==> config.mk <==
export PLATFORM = sky130hd
export DESIGN_NAME = ile_cell
export DESIGN_NICKNAME = d
export VERILOG_FILES = /design/src/design/ile_pkg.sv /design/src/design/ile_cell.sv
export SDC_FILE = /design/constraint.sdc
export NUM_CORES = 1
export LEC_CHECK = 0
export BUFFER_PORTS_ARGS = -buffer_cell sky130_fd_sc_hd__buf_2
export CAP_MARGIN = 25
export CORE_AREA = 2 2 76 78
export DETAILED_ROUTE_END_ITERATION = 6
export DIE_AREA = 0 0 78 80
export PLACE_DENSITY = 0.78
export SYNTH_ARGS = -nofsm -noshare
export SYNTH_HDL_FRONTEND = slang
export SYNTH_SLANG_ARGS = --single-unit
==> constraint.sdc <==
create_clock -name clk -period 2.2 [get_ports clk]
set_input_delay 0.11 -clock clk [delete_from_list [all_inputs] [get_ports clk]]
set_output_delay 0.11 -clock clk [all_outputs]
set_load 0.02 [all_outputs]
==> src/design/ile_pkg.sv <==
// ----------------------------------------------------------------------------
// ile_pkg: shared types and codes for the indexed list engine
// Request and response words, opcodes, status codes and the control word
// that the top level broadcasts along the row of storage cells.
// ----------------------------------------------------------------------------
`default_nettype none

package ile_pkg;

	// Position width large enough for any supported depth and its count
	localparam int POS_W = 11;

	// Opcodes
	localparam logic [2:0] OP_APPEND = 3'd0;
	localparam logic [2:0] OP_INSERT = 3'd1;
	localparam logic [2:0] OP_REMOVE = 3'd2;
	localparam logic [2:0] OP_READ   = 3'd3;
	localparam logic [2:0] OP_WRITE  = 3'd4;

	// Status codes
	localparam logic [1:0] ST_OK        = 2'd0;
	localparam logic [1:0] ST_BAD_INDEX = 2'd1;
	localparam logic [1:0] ST_FULL      = 2'd2;

	typedef struct packed {
		logic [2:0]  op;
		logic [5:0]  index;
		logic [31:0] value;
	} req_t;

	typedef struct packed {
		logic [31:0] result_value;
		logic [1:0]  status;
		logic [6:0]  count;
	} rsp_t;

	// Broadcast control for every cell in the chain
	typedef struct packed {
		logic             load;
		logic             shift_up;
		logic             shift_down;
		logic [POS_W-1:0] load_pos;
		logic [POS_W-1:0] shift_pos;
		logic [POS_W-1:0] read_pos;
	} cell_ctl_t;

endpackage

`default_nettype wire

==> src/design/ile_cell.sv <==
// ----------------------------------------------------------------------------
// ile_cell: one storage cell of the list chain
// Holds the word at a fixed list position. Loads the broadcast word, takes
// its lower neighbor's word on an insert shift, or its upper neighbor's word
// on a remove shift; offers its word on the read bus when selected.
// ----------------------------------------------------------------------------
`default_nettype none

module ile_cell #(
	parameter int DATA_W = 32,
	parameter int POS    = 0
) (
	input  wire logic              clk,
	input  wire ile_pkg::cell_ctl_t ctl,
	input  wire logic [DATA_W-1:0] value,
	input  wire logic [DATA_W-1:0] prev_data,
	input  wire logic [DATA_W-1:0] next_data,
	output logic      [DATA_W-1:0] data,
	output logic      [DATA_W-1:0] rd_data
);
	import ile_pkg::*;

	localparam logic [POS_W-1:0] MY_POS = POS_W'(POS);

	logic [DATA_W-1:0] data_q;

	// Load, shift toward the back, or shift toward the front
	always_ff @(posedge clk) begin
		if (ctl.load && (ctl.load_pos == MY_POS)) begin
			data_q <= value;
		end else if (ctl.shift_up && (MY_POS > ctl.shift_pos)) begin
			data_q <= prev_data;
		end else if (ctl.shift_down && (MY_POS >= ctl.shift_pos)) begin
			data_q <= next_data;
		end
	end

	// Drive the read bus only when addressed
	assign data    = data_q;
	assign rd_data = (ctl.read_pos == MY_POS) ? data_q : '0;

endmodule

`default_nettype wire

==> results of run 1 <==
power groups by stage:
stage | clock (mW) | sequential, mW | combinational (mW)
2_1_floorplan | 0 | 0.684 | 0.0470
3_3_place_gp | 0 | 0.684 | 0.135
3_5_place_dp | 0 | 0.684 | 0.141
4_1_cts | 0.421 | 0.671 | 0.141
5_1_grt | 0.449 | 0.670 | 0.151
6_report | 0.404 | 0.671 | 0.140
final timing paths:
path,from,end,slack [ns],cells after the start
worst max-delay path,ctl[5],rd_data[1],0.80,6
worst min-delay path,value[21],data[21],0.13,2
synth_stat cells:
cell type and number:
nand3_2 1, mux2_4 29, and3_1 1, clkbuf_1 3, nand3_1 1, nor4_2 2, nor4_1 4, nand2_1 1
edfxtp_1 32, buf_6 3, nor3_1 1, and2_1 32, mux2_2 3, nor4b_1 1, nor4b_2 1
kinds of logic (layout without fill, tap and decap cells):
| group | after synthesis | in the layout |
|---|---|---|
| simple gates | 45 | 45 |
| flops | 32 | 32 |
| buf+inv | 6 | 174 |
| mux | 32 | 32 |
critical path, delay by kind of cell:
| family | cells | cell delay, ns |
|---|---|---|
| and+or+nand+nor | 3 | 0.66 |
| buffers and inverters | 3 | 0.52 |
per-layer routing:
| layer | track usage | share of wire |
|---|---|---|
| met1 | 0.1312 | 0.34 |
| met2 | 0.2586 | 0.56 |
| met3 | 0.02602 | 0.082 |
| met4 | 0.05965 | 0.016 |
| met5 | 0 | 0 |
layout make-up:
class | count | area share
Sequential cell | 32 | 0.3481
Tap cell | 72 | 0.03264
Timing Repair Buffer | 167 | 0.3110
Clock buffer | 6 | 0.02629
Multi-Input combinational cell | 77 | 0.2801
Clock inverter | 1 | 0.001813
==> metrics.txt, run 1 <==
post-synth cell types=15; Simple-Gate Fraction of Synth Area=0.1709; CTS tree=yes; Antenna Cells=0; # fillers=487; synthesized area=1779 sq um; Syn Nets=248; Post-Synth Adder-Cell Area=0; Placement Setup Slack=0.5088 ns; grt ovf=0; # nets final=416; Synth Area in XOR/XNOR=0; CTS Buf Count=5; initial antenna violation count=0; Reg area=960.9 sq um; Power Total=1.215 mW; final wirelength=4.440 mm; 1st-iter DRT viols=53; Static Leak=1.456 nW; CP Max Fanout=32; mux contribution to synthesized area=0.2637; Area Overhead vs Synth=55.13%; area of the multi-input gates=773.2 sq um; synth warn=0; # DRC=0; design area=2760 sq um; hold_buf cts=0; Peak supply drop=0.1887 mV; final setup vio count=0; most common cell after layout, fill and taps aside=buf_2; commonest non-fill, non-tap cells in the layout=163 x buf_2, 32 x and2_1, 32 x edfxtp_1; period utilization=0.6386; largest family of logic cells by synthesized area=multiplexers; post-placement cell count=348; vias in the first global route=1394; H-tree depth=2; Reg power frac=0.552; final slew viol count=0; synth top area cells=edfxtp_1 54%, mux2_4 24%, and2_1 11%, buf_6 1.9%, mux2_2 1.9%; critical-path cell list=buf_2, nor4_1, and3_1, buf_4, and2_1, buf_2; clock share of power=0.332; worst hold path class=input port to flop; Die H=80 um; hold_ws=0.1338 ns; Synth area leader=edfxtp_1; status=finished clean; crit path launch type=input port; row count=27; Mapped Cells=115; Int Pwr=0.9869 mW; core footprint=5405 sq um; area share of the largest cell type after synthesis=0.5401; Post-Layout Cell Count=355; max_cap viols=0; worst slew pin tran=0.3170 ns; Clock transition at path regs=0.06 ns; max reg flops=32; Final WS setup=0.7952 ns; placed cell area=2683 sq um; number of gates resized after CTS=0; relative slew slack=0.7857; DR WL/cell=12.51 um; GRT Total Usage=0.1311; pin count of the biggest net entering global routing=33; Final GP Congestion=0.7099; setup TNS=0 ns; Util after Layout=0.5106; CP required=2.09 ns; die area=6240 sq um; Final Hold Viols=0; layout cells sized above 1=0.7385; first-pass GRT wire length=6.279 mm; mean area per synthesized cell=15.47 sq um; Comb power frac=0.115; Initial Util=0.3292; CTS Root Cell=clkbuf_8; die width=78 um; Worst path max stage delay=0.29 ns; Vias=1542; ANT nets after route=0; compound-cell area share of the yosys netlist=0; power density cells=440.1 nW/um^2; slowest CP cell=nor4_1; setup bufs post-CTS=0; Sink Count=32; fin crit period=1.405 ns; # IOs=197; I/O Buffers=163; element type at the critical path end=output pin; crit path DAT=1.29 ns; Fmax=711.8 MHz; NetSw=0.2278 mW; sequential-to-total area share from yosys stat=0.5401; crit path kind=input port to output pin; detailed placer's ending HPWL=3.625 mm; Top cell by count, worst path=buf_2; CTS max path bufs=2; RSZ-0062 raised after global routing=false; Seq cells post-synth=32; post-DR vias/cell=4.344; switching share of power=0.1875; Initial DRT Pass Iterations=2
(Power assumes the default switching activity.)
==> run 2: changes to the inputs <==
- CORE_AREA: 2 2 76 78 -> not set
- CORE_MARGIN: not set -> 1.5
- CORE_UTILIZATION: not set -> 31
- DIE_AREA: 0 0 78 80 -> not set
- PLACE_DENSITY: 0.78 -> 0.77
- clock period: 2.2 -> 1.15 ns (I/O delays scaled with it)
==> metrics.txt, run 2 (same netlist as run 1, synthesis figures left out) <==
status=finished, violations left; failing checks=setup timing; final setup vio count=29; Peak supply drop=0.3364 mV; Area Overhead vs Synth=75.46%; RSZ-0062 raised after global routing=true; # nets final=418; Final GP Congestion=0.7576; max reg flops=32; # IOs=197; pin count of the biggest net entering global routing=33; period utilization=1.041; row count=27; commonest non-fill, non-tap cells in the layout=127 x buf_2, 32 x edfxtp_1, 32 x buf_6; worst hold path class=input port to flop; vias in the first global route=1602; Sink Count=32; met2 wire len=2.756 mm; crit path launch type=input port; Antenna Cells=0; worst slew pin tran=0.3252 ns; fin crit period=1.198 ns; Final Hold Viols=0; core footprint=5507 sq um; layout cells sized above 1=0.7880; DR WL/cell=15.26 um; I/O Buffers=163; CTS max path bufs=2; max_cap viols=0; Die H=78.76 um; crit path kind=input port to output pin; die area=6203 sq um; power density cells=749.0 nW/um^2; Final WS setup=-0.04761 ns; Static Leak=1.527 nW; relative slew slack=0.7801; # fillers=449; Clock transition at path regs=0.06 ns; H-tree depth=2; WL met3=538 um; final slew viol count=0; Fmax=835.0 MHz; Util after Layout=0.5669; most common cell after layout, fill and taps aside=buf_2; max layer used=met4; final wirelength=5.418 mm; grt ovf=0; crit path DAT=1.14 ns; Power Total=2.338 mW; hold_buf cts=0; Initial Util=0.3231; # DRC=0; Vias=1612; element type at the critical path end=output pin; CP Max Fanout=16; GRT Total Usage=0.1648; Initial DRT Pass Iterations=3; 1st-iter DRT viols=22; post-placement cell count=349; CP required=1.09 ns; CTS tree=yes; Placement Setup Slack=-0.2544 ns; CTS Buf Count=5; DRT met1 WL=2.015 mm; first-pass GRT wire length=7.527 mm; post-DR vias/cell=4.541; ANT nets after route=0; setup bufs post-CTS=0; CTS Root Cell=clkbuf_8; die width=78.76 um; Post-Layout Cell Count=355; initial antenna violation count=0
==> run 2: power by group <==
group | total [mW] | leakage, nW | switching (mW) | internal, mW
combinational | 0.307 | 1.20 | 0.0961 | 0.211
sequential | 1.28 | 0.287 | 0.000329 | 1.28
clock | 0.747 | 0.0359 | 0.359 | 0.389
==> run 2: final timing paths <==
kind | startpoint | end | slack [ns] | cells after the start
worst max-delay path | ctl[5] | rd_data[29] | -0.05 | 6
worst min-delay path | next_data[10] | data[10] | 0.08 | 2
==> run 2: critical path: stages <==
cell	delay [ns]
buf_6	0.10
nor4_4	0.28
and3_4	0.27
buf_8	0.14
and2_1	0.16
buf_6	0.13
==> run 2: timing repair <==
| action | 4_1_cts | 5_1_grt |
|---|---|---|
| endpoints found under the setup margin | 32 | 48 |
| endpoints found under the hold margin | 0 | 0 |
| resized for setup | 51 | 32 |
| pin swaps | 1 | 1 |
| cloned | 0 | 1 |
==> run 2: routing by layer <==
| metal | global-route usage | up-vias |
|---|---|---|
| met4 | 0.09286 | 0 |
| met3 | 0.06322 | 10 |
| li1 | - | 761 |
| met1 | 0.1676 | 743 |
| met5 | 0 | - |
| met2 | 0.2879 | 98 |
==> run 2: final cells by class <==
cell class | count | area (sq um) | share of cell area
clock buffer | 5 | 68.82 | 0.02204
multi-input combinational | 78 | 898.4 | 0.2878
sequential | 32 | 960.9 | 0.3078
timing repair buffer | 168 | 1104 | 0.3535
tap | 72 | 90.09 | 0.02886
==> run 2: through the flow <==
stage                     cell area, sq um  setup TNS, ns  hold slack, ns
after detailed placement              2745         -20.15          0.3620
after floorplan                       1826         -4.599          0.2750
after global placement                2745         -18.80          0.3582
final                                 3122        -0.5833         0.07835
after global routing                  3122         -1.846         0.06379
after CTS                             2979        -0.8278         0.06844
==> run 3: changes to the inputs <==
- PLACE_DENSITY: 0.77 -> 0.74
==> metrics.txt, run 3 (same netlist as run 1, synthesis figures left out) <==
grt ovf=0; H-tree depth=2; CTS tree=yes; Worst path top cell family by delay=simple AND/OR/NAND/NOR gates; post-DR vias/cell=4.456; relative slew slack=0.8281; max reg flops=32; die area=6203 sq um; GRT Total Usage=0.1530; worst slew pin tran=0.2556 ns; Antenna Cells=0; crit path kind=input port to output pin; CTS Root Cell=clkbuf_8; setup TNS=0 ns; # fillers=471; CP Buf/Inv Count=3; ANT nets after route=0; Initial Util=0.3231; Area Overhead vs Synth=70.18%; RSZ-0062 raised after global routing=true; element type at the critical path end=output pin; CTS max path bufs=2; Hold Path Stages=2; row count=27; crit path DAT=1.08 ns; Vias=1582; pin count of the biggest net entering global routing=34; core footprint=5507 sq um; min-delay src=next_data[16]; final wirelength=5.012 mm; Hold Path Sink=data[16]; status=finished clean; Post-Layout Cell Count=355; CP required=1.09 ns; Sink Count=32; Final Hold Viols=0; critical-path cell list=buf_6, nor4_4, and3_4, buf_6, and2_1, buf_4; layout cells sized above 1=0.7739; CTS Buf Count=5; Peak supply drop=0.3629 mV; final slew viol count=0; initial antenna violation count=0; Final GP Congestion=0.7380; post-placement cell count=347; # DRC=0; Fmax=881.5 MHz; CP Max Fanout=15; Initial DRT Pass Iterations=4; commonest non-fill, non-tap cells in the layout=128 x buf_2, 32 x edfxtp_1, 29 x mux2_4; max_cap viols=0; Clock transition at path regs=0.07 ns; period utilization=0.9864; crit path launch type=input port; die width=78.76 um; Die H=78.76 um; power density cells=792.3 nW/um^2; DR WL/cell=14.12 um; Top cell by count, worst path=buf_6; Worst path max stage delay=0.25 ns; # nets final=415; # IOs=197; fin crit period=1.134 ns; first-pass GRT wire length=7.238 mm; vias in the first global route=1517; Static Leak=1.494 nW; I/O Buffers=163; most common cell after layout, fill and taps aside=buf_2; final setup vio count=0; worst hold path class=input port to flop; slowest CP cell=nor4_4; 1st-iter DRT viols=57
==> run 3: cell count changes in the layout (fill, tap and decap cells not counted), moves of 2 or more <==
| cell | change |
|---|---|
| clkbuf_1 | +2 |
| buf_6 | -12 |
| buf_8 | -2 |
| buf_4 | +11 |
==> run 3: worst max-delay path by stage <==
stage / startpoint / endpoint / slack [ns] / cells after the start
floorplan: ctl[28] / data[22] / -0.11 / 4
CTS: ctl[1] / rd_data[30] / -0.005 / 6
global placement: ctl[23] / data[14] / -0.20 / 5
global route: ctl[4] / rd_data[31] / -0.03 / 6
detailed placement: ctl[28] / data[13] / -0.23 / 5
finish: ctl[1] / rd_data[30] / 0.02 / 6
==> run 3: layout make-up <==
type                            count  area, sq um  share of cell area
Clock inverter                      1        3.754            0.001240
Multi-Input combinational cell     77        870.8              0.2876
Sequential cell                    32        960.9              0.3174
Tap cell                           72        90.09             0.02975
Clock buffer                        7        76.32             0.02521
Timing Repair Buffer              166         1026              0.3388
==> run 3: routing by layer <==
layer	up-vias	share of wire	global-route usage
met5	-	0	0
met4	0	0.021	0.06250
met3	9	0.10	0.04598
met2	103	0.50	0.2681
li1	757	-	-
met1	713	0.38	0.1727
==> run 3: repair_timing <==
| item | CTS | global route |
|---|---|---|
| resized for setup | 21 | 46 |
| pin swaps | 1 | 3 |
| hold buffers | 0 | 0 |
| buffers inserted | 0 | 0 |
| endpoints found under the setup margin | 32 | 32 |
==> run 3: report_power, final <==
group          switching [mW]  total [mW]  leakage (nW)  internal (mW)
clock network           0.397       0.818        0.0399          0.421
registers            0.000336        1.28         0.287           1.28
logic                  0.0900       0.298          1.17          0.208
==> run 3: metrics by stage <==
| step | utilization | total power, mW | area [sq um] | worst slack [ns] | hold slack (ns) |
|---|---|---|---|---|---|
| 5_1_grt | 0.5499 | 2.490 | 3028 | -0.03469 | 0.06399 |
| 3_3_place_gp | 0.4958 | 1.580 | 2730 | -0.2048 | 0.3587 |
| 2_1_floorplan | - | 1.403 | 1826 | -0.1080 | 0.2750 |
| 4_1_cts | 0.5203 | 2.406 | 2865 | -0.004790 | 0.06615 |
| 3_5_place_dp | 0.4958 | 1.589 | 2730 | -0.2343 | 0.3610 |
| 6_report | 0.5499 | 2.399 | 3028 | 0.01562 | 0.07665 |
